### src/hw/rtl/rdni_pkg.sv
`timescale 1ns / 1ps
package rdni_pkg;
    localparam int COORD_WIDTH_DEF = 32;
    localparam int FRAC_BITS_DEF   = 28;
    localparam int CFG_IDX_W       = 3;
    localparam int CFG_DATA_W      = 32;

    localparam logic [CFG_IDX_W-1:0] REG_K1    = 3'd0;
    localparam logic [CFG_IDX_W-1:0] REG_K2    = 3'd1;
    localparam logic [CFG_IDX_W-1:0] REG_K3    = 3'd2;
    localparam logic [CFG_IDX_W-1:0] REG_TOL   = 3'd3;
    localparam logic [CFG_IDX_W-1:0] REG_LIMIT = 3'd4;

    localparam logic [1:0] ST_OK       = 2'd0;
    localparam logic [1:0] ST_LIMIT    = 2'd1;
    localparam logic [1:0] ST_SINGULAR = 2'd2;
    localparam logic [1:0] ST_SAT      = 2'd3;

    localparam logic [7:0] LIMIT_RESET = 8'd100;

    // operations of the shared arithmetic unit
    typedef enum logic [2:0] {
        ALU_MUL,
        ALU_ADD,
        ALU_SUB,
        ALU_DIV,
        ALU_CLAMP
    } alu_op_t;

    typedef struct packed {
        logic    start;
        alu_op_t op;
    } alu_ctl_t;

    typedef struct packed {
        logic done;
        logic sat;
    } alu_sts_t;
endpackage

### src/hw/rtl/rdni_alu.sv
`timescale 1ns / 1ps
// multi-cycle saturating q-format unit: multiply, add, sub, divide, clamp
module rdni_alu #(
    parameter int COORD_WIDTH = rdni_pkg::COORD_WIDTH_DEF,
    parameter int FRAC_BITS   = rdni_pkg::FRAC_BITS_DEF
) (
    input  logic                   clk,
    input  logic                   rst_n,
    input  rdni_pkg::alu_ctl_t     ctl,
    input  logic signed [63:0]     a,
    input  logic signed [63:0]     b,
    output rdni_pkg::alu_sts_t     sts,
    output logic signed [63:0]     y
);
    localparam logic [63:0] POS_MAX = 64'h7FFF_FFFF_FFFF_FFFF;
    localparam logic [63:0] NEG_MAX = 64'h8000_0000_0000_0000;
    localparam logic signed [63:0] CW_HI = (64'sd1 <<< (COORD_WIDTH - 1)) - 64'sd1;
    localparam logic signed [63:0] CW_LO = -CW_HI - 64'sd1;

    typedef enum logic [2:0] {S_IDLE, S_MUL, S_MFIN, S_DIV, S_DFIN, S_DONE} st_t;

    st_t          st_reg;
    logic         neg_reg;
    logic [63:0]  ma_reg, mb_reg;
    logic [127:0] acc_reg;
    logic [1:0]   part_reg;
    logic [6:0]   cnt_reg;
    logic [63:0]  rem_reg, quo_reg, lo_reg;
    logic [63:0]  y_reg;
    logic         sat_reg;

    logic [63:0] mag_a, mag_b;
    logic [31:0] pa, pb;
    logic [63:0] pp;
    logic [127:0] pp_sh;
    logic [127:0] rounded;
    logic [64:0] rsh;
    logic signed [64:0] sum_w;
    logic [64:0] rem_sh;

    always_comb
    begin
        mag_a = a[63] ? (64'd0 - a) : a;
        mag_b = b[63] ? (64'd0 - b) : b;
        pa    = part_reg[0] ? ma_reg[63:32] : ma_reg[31:0];
        pb    = part_reg[1] ? mb_reg[63:32] : mb_reg[31:0];
        pp    = 64'(pa) * 64'(pb);
        pp_sh = 128'(pp) << (7'(part_reg[0]) * 7'd32 + 7'(part_reg[1]) * 7'd32);
        rounded = acc_reg + (128'd1 << (FRAC_BITS - 1));
        rsh   = 65'(rounded >> FRAC_BITS);
        sum_w = (ctl.op == rdni_pkg::ALU_SUB) ? (65'(a) - 65'(b)) : (65'(a) + 65'(b));
        rem_sh = {rem_reg, lo_reg[63]};
    end

    always_ff @(posedge clk or negedge rst_n)
    begin
        if (!rst_n)
        begin
            st_reg   <= S_IDLE;
            sat_reg  <= 1'b0;
            part_reg <= '0;
            cnt_reg  <= '0;
        end
        else
        begin
            case (st_reg)
                S_IDLE:
                begin
                    sat_reg <= 1'b0;
                    if (ctl.start)
                    begin
                        neg_reg <= a[63] ^ b[63];
                        ma_reg  <= mag_a;
                        mb_reg  <= mag_b;
                        case (ctl.op)
                            rdni_pkg::ALU_MUL:
                            begin
                                acc_reg  <= '0;
                                part_reg <= '0;
                                st_reg   <= S_MUL;
                            end
                            rdni_pkg::ALU_ADD, rdni_pkg::ALU_SUB:
                            begin
                                if (sum_w[64] != sum_w[63])
                                begin
                                    sat_reg <= 1'b1;
                                    y_reg   <= sum_w[64] ? NEG_MAX : POS_MAX;
                                end
                                else
                                    y_reg <= sum_w[63:0];
                                st_reg <= S_DONE;
                            end
                            rdni_pkg::ALU_DIV:
                            begin
                                rem_reg <= mag_a >> (64 - FRAC_BITS);
                                lo_reg  <= mag_a << FRAC_BITS;
                                quo_reg <= '0;
                                cnt_reg <= '0;
                                st_reg  <= S_DIV;
                            end
                            rdni_pkg::ALU_CLAMP:
                            begin
                                if (a > CW_HI)
                                begin
                                    sat_reg <= 1'b1;
                                    y_reg   <= CW_HI;
                                end
                                else if (a < CW_LO)
                                begin
                                    sat_reg <= 1'b1;
                                    y_reg   <= CW_LO;
                                end
                                else
                                    y_reg <= a;
                                st_reg <= S_DONE;
                            end
                            default: st_reg <= S_DONE;
                        endcase
                    end
                end
                S_MUL:
                begin
                    acc_reg  <= acc_reg + pp_sh;
                    part_reg <= part_reg + 2'd1;
                    if (part_reg == 2'd3)
                        st_reg <= S_MFIN;
                end
                S_MFIN:
                begin
                    // magnitude must fit; negative side allows 2^63
                    if (rsh[64] || (rounded[127:FRAC_BITS+64] != '0)
                        || (!neg_reg && rsh[63]) || (neg_reg && rsh[63] && rsh[62:0] != '0))
                    begin
                        sat_reg <= 1'b1;
                        y_reg   <= neg_reg ? NEG_MAX : POS_MAX;
                    end
                    else
                        y_reg <= neg_reg ? (64'd0 - rsh[63:0]) : rsh[63:0];
                    st_reg <= S_DONE;
                end
                S_DIV:
                begin
                    if (cnt_reg == 7'd0 && rem_reg >= mb_reg)
                    begin
                        sat_reg <= 1'b1;
                        y_reg   <= neg_reg ? NEG_MAX : POS_MAX;
                        st_reg  <= S_DONE;
                    end
                    else
                    begin
                        lo_reg <= lo_reg << 1;
                        if (rem_sh >= 65'(mb_reg))
                        begin
                            rem_reg <= 64'(rem_sh - 65'(mb_reg));
                            quo_reg <= {quo_reg[62:0], 1'b1};
                        end
                        else
                        begin
                            rem_reg <= rem_sh[63:0];
                            quo_reg <= {quo_reg[62:0], 1'b0};
                        end
                        cnt_reg <= cnt_reg + 7'd1;
                        if (cnt_reg == 7'd63)
                            st_reg <= S_DFIN;
                    end
                end
                S_DFIN:
                begin
                    if (!neg_reg && quo_reg[63])
                    begin
                        sat_reg <= 1'b1;
                        y_reg   <= POS_MAX;
                    end
                    else if (neg_reg && quo_reg[63] && quo_reg[62:0] != '0)
                    begin
                        sat_reg <= 1'b1;
                        y_reg   <= NEG_MAX;
                    end
                    else
                        y_reg <= neg_reg ? (64'd0 - quo_reg) : quo_reg;
                    st_reg <= S_DONE;
                end
                S_DONE:
                    st_reg <= S_IDLE;
                default:
                    st_reg <= S_IDLE;
            endcase
        end
    end

    assign sts.done = (st_reg == S_DONE);
    assign sts.sat  = sat_reg;
    assign y        = y_reg;
endmodule

### config.mk
export PLATFORM = sky130hd
export DESIGN_NAME = rdni_alu
export DESIGN_NICKNAME = d
export VERILOG_FILES = /design/src/hw/rtl/rdni_pkg.sv /design/src/hw/rtl/rdni_alu.sv
export SDC_FILE = /design/constraint.sdc
export NUM_CORES = 2
export LEC_CHECK = 0
export BUFFER_PORTS_ARGS = -buffer_cell sky130_fd_sc_hd__buf_2
export CORE_MARGIN = 10
export CORE_UTILIZATION = 45
export CTS_BUF_LIST = sky130_fd_sc_hd__clkbuf_8 sky130_fd_sc_hd__clkbuf_16
export DETAILED_ROUTE_END_ITERATION = 8
export SYNTH_ARGS = -nofsm -noshare
export SYNTH_HDL_FRONTEND = slang
export SYNTH_SLANG_ARGS = --single-unit
### constraint.sdc
create_clock -name clk -period 33.6 [get_ports clk]
set_input_delay 0 -clock clk [delete_from_list [all_inputs] [get_ports clk]]
set_output_delay 0 -clock clk [all_outputs]
set_load 0.01 [all_outputs]
==> results.sh <==
export IMPL_period_needed_ps=14990
export IMPL_first_pass_iters=8
export IMPL_numPortBuffers=199
export IMPL_synth_area_sq_mm=0.08319
export IMPL_grt_use_total_pct=34.68
export IMPL_synth_top_cell_area_share_pct=21.63
export IMPL_synth_edf_count=485
export IMPL_relSlewSlack_pct=5.408
export IMPL_netlist_instances=9981
export IMPL_grt_pass1_vias=76810
export IMPL_htree_num_levels=3
export IMPL_worstReg2RegStart="part_reg[1]$_DFFE_PN0P_"
export IMPL_synth_cell_types=99
export IMPL_start_util_pct=45.34
export IMPL_clk_latency_ps=700
export IMPL_overflow=0
export IMPL_ys_seq_area_share_pct=17.90
export IMPL_finalCritPeriodShare_pct=44.61
export IMPL_synth_flop_cell="edfxtp_1"
export IMPL_wl_per_cell_microns=28.82
export IMPL_die_area_sq_mm=0.2025
export IMPL_tightest_slew_ps=1401
export IMPL_yosys_top_cells_area="fa_1, edfxtp_1, ha_1"
export IMPL_clockRootBuffer="clkbuf_16"
export IMPL_grt_max_degree=129
export IMPL_clock_skew_ps=62.12
export IMPL_clkTransAtPathRegs_ps=60
export IMPL_final_hold_viol_count=0
export IMPL_critical_path_slowest_cell="o41ai_1"
export IMPL_synthArstFlopShare_pct=2.610
export IMPL_crit_family="adder cells"
export IMPL_cts_path_max_buffers=3
export IMPL_outcome="complete, no violations"
export IMPL_gp_congestion=1.029
export IMPL_setup_violations=0
export IMPL_antenna_found_initial=35
export IMPL_post_cts_buffers=0
export IMPL_drive_gt1_share_pct=6.668
export IMPL_hold_path_end="ma_reg[1]$_DFFE_PP_"
export IMPL_hold_path_class="in -> reg"
export IMPL_cts_sinks=498
export IMPL_fin_ws_ps=18610
export IMPL_dpl_worst_slack_ps=18930
export IMPL_die_w_microns=450.0
export IMPL_ys_seq_elements=498
export IMPL_fin_setup_tns_ps=0
export IMPL_max_freq_ghz=0.06672
export IMPL_worstHoldPathCells=3
export IMPL_cap_violations=0
export IMPL_fp_coreArea_sq_mm=0.1835
export IMPL_fin_nets=11640
export IMPL_cpPeakStageDelay_ps=900
export IMPL_cts_inserted_buffers=67
export IMPL_r2r_slack_ps=18610
export IMPL_drt_iter0_markers=9058
export IMPL_dr_total_vias=77980
export IMPL_crit_top_cell="fa_1"
export IMPL_hpwl_microns=290700
export IMPL_endpoint_kind="flop"
export IMPL_largest_register_ffs=128
export IMPL_min_delay_start="a[1]"
export IMPL_drc=0
export IMPL_syn_num_nets=11610
export IMPL_die_height_microns=450.0
export IMPL_critical_path_max_fanout=70
export IMPL_fillers=18010
export IMPL_syn_to_final_growth_pct=8.713
export IMPL_grt_pass1_wl_microns=528800
export IMPL_pin_count=200
export IMPL_core_rowCount=157
export IMPL_vias_per_cell=6.214
export IMPL_required_ps=34020
export IMPL_rr_worst_depth=40
export IMPL_cts_tree="built"
export IMPL_r2r_end="acc_reg[123]$_SDFFCE_PN0P_"
export IMPL_ant_nets=0
export IMPL_yosysTopAreaCell="fa_1"
export IMPL_synth_warnings=0
export IMPL_syn_area_per_cell_sq_um=8.335
export IMPL_timing_final_max_slew_violations=0
export IMPL_critPathLaunchType="flop"
export IMPL_arrival_ps=15410
export IMPL_path_buf_inv=7
export IMPL_drt_wl_total_microns=361600
export IMPL_grt_setup_unrepaired="false"
export IMPL_crit_type="reg -> reg"
[worst max path at each step]
| stage | startpoint | endpoint | slack (ps) | cells past startpoint |
|---|---|---|---|---|
| final | part_reg[1]$_DFFE_PN0P_ | acc_reg[123]$_SDFFCE_PN0P_ | 18610 | 40 |
| after global routing | part_reg[1]$_DFFE_PN0P_ | acc_reg[123]$_SDFFCE_PN0P_ | 18070 | 40 |
| after CTS | part_reg[1]$_DFFE_PN0P_ | acc_reg[123]$_SDFFCE_PN0P_ | 18940 | 40 |
| after detailed placement | part_reg[1]$_DFFE_PN0P_ | acc_reg[123]$_SDFFCE_PN0P_ | 18930 | 40 |
| after global placement | part_reg[1]$_DFFE_PN0P_ | acc_reg[123]$_SDFFCE_PN0P_ | 18690 | 35 |
| after floorplan | part_reg[0]$_DFFE_PN0P_ | acc_reg[123]$_SDFFCE_PN0P_ | 21490 | 44 |
[timing repair]
action | in CTS | in global routing
resized for setup | 0 | 0
endpoints found under the hold margin | 181 | 0
hold buffers | 155 | 0
[worst register-to-register path: cells and delay by family (launching register included)]
family / cells / cell delay, ps
flip-flops: 1 / 560
AND/OR/NAND/NOR: 14 / 4170
XOR/XNOR: 1 / 340
AO/OA/AOI/OAI: 8 / 3630
adder cells (fa/ha/maj): 10 / 5000
buffers and inverters: 7 / 1070
[cells by family (layout without fill, tap and decap cells)]
| family | after synthesis | after routing | share of synthesized area [%] |
|---|---|---|---|
| simple gates | 3552 | 3552 | 19.89 |
| compound gates | 2019 | 2019 | 15.75 |
| buf+inv | 1665 | 1747 | 7.610 |
| fa+ha+maj | 1490 | 1490 | 30.52 |
| xor+xnor | 577 | 577 | 6.075 |
| flops | 498 | 498 | 17.90 |
| mux | 180 | 180 | 2.255 |
| other cells | 0 | 22 | 0 |
[cell usage after synthesis, drive strengths merged, types with 78 or more instances]
cell type and count:
nand2 1025, a21o 250, ha 591, xor2 208, nor2 1231, nand3 216
inv 1111, nor4 109, mux2i 121, edfxtp 485, a211oi 80, o31ai 91
o21ai 387, fa 899, nand4 194, o21bai 87, clkbuf 487, a21oi 540
and2 80, o21a 92, nor3 211, and3 121, xnor2 369, or3 78
a31oi 100
[through the flow]
stage / cells / hold WS (ps) / util [%] / area [sq um]
finish: 12550 / 45.31 / 49.29 / 90440
floorplan: 9981 / -295.6 / - / 83190
CTS: 12530 / 4.012 / 49.26 / 90380
global route: 12540 / 51.64 / 49.28 / 90420
global placement: 12250 / -37.25 / 47.19 / 86590
detailed placement: 12250 / -27.89 / 47.23 / 86650
[layout by cell type (no fill, tap or decap), drive strengths merged, types with 49 or more instances in the layout]
cell type / n
dlygate4sd3: 155
o21ai: 387
xor2: 208
mux2: 59
inv: 1125
nand2: 1025
and3: 121
ha: 591
and2: 80
nor2: 1231
nor3: 211
or3: 78
mux2i: 121
nand3: 216
clkbuf: 69
edfxtp: 485
a21o: 250
nand2b: 55
o21bai: 87
a211oi: 80
a21oi: 540
buf: 359
nand4: 194
xnor2: 369
o21a: 92
nor4: 109
fa: 899
o211ai: 49
or4: 71
a31oi: 100
o31ai: 91
[layer usage]
| metal | vias up | part of all wire [%] | track usage, % |
|---|---|---|---|
| met5 | - | 0.051 | 0 |
| met4 | 24 | 6.9 | 19.61 |
| met3 | 950 | 9.5 | 7.240 |
| met2 | 4045 | 43 | 51.75 |
| met1 | 38650 | 41 | 46.61 |
| li1 | 34310 | - | - |
[final cells by class]
cell class / instances / area, sq um / share of cell area (%)
timing repair buffer: 515 / 3794 / 4.195
tap: 2464 / 3083 / 3.409
antenna: 22 / 55.05 / 0.06087
inverter: 1112 / 4174 / 4.615
multi-input combinational: 7818 / 62260 / 68.84
clock buffer: 69 / 1727 / 1.909
sequential: 498 / 14900 / 16.47
clock inverter: 51 / 452.9 / 0.5008
Power is not shown: default switching activity piles up to over one toggle a cycle in this logic, so the estimate is an artifact.
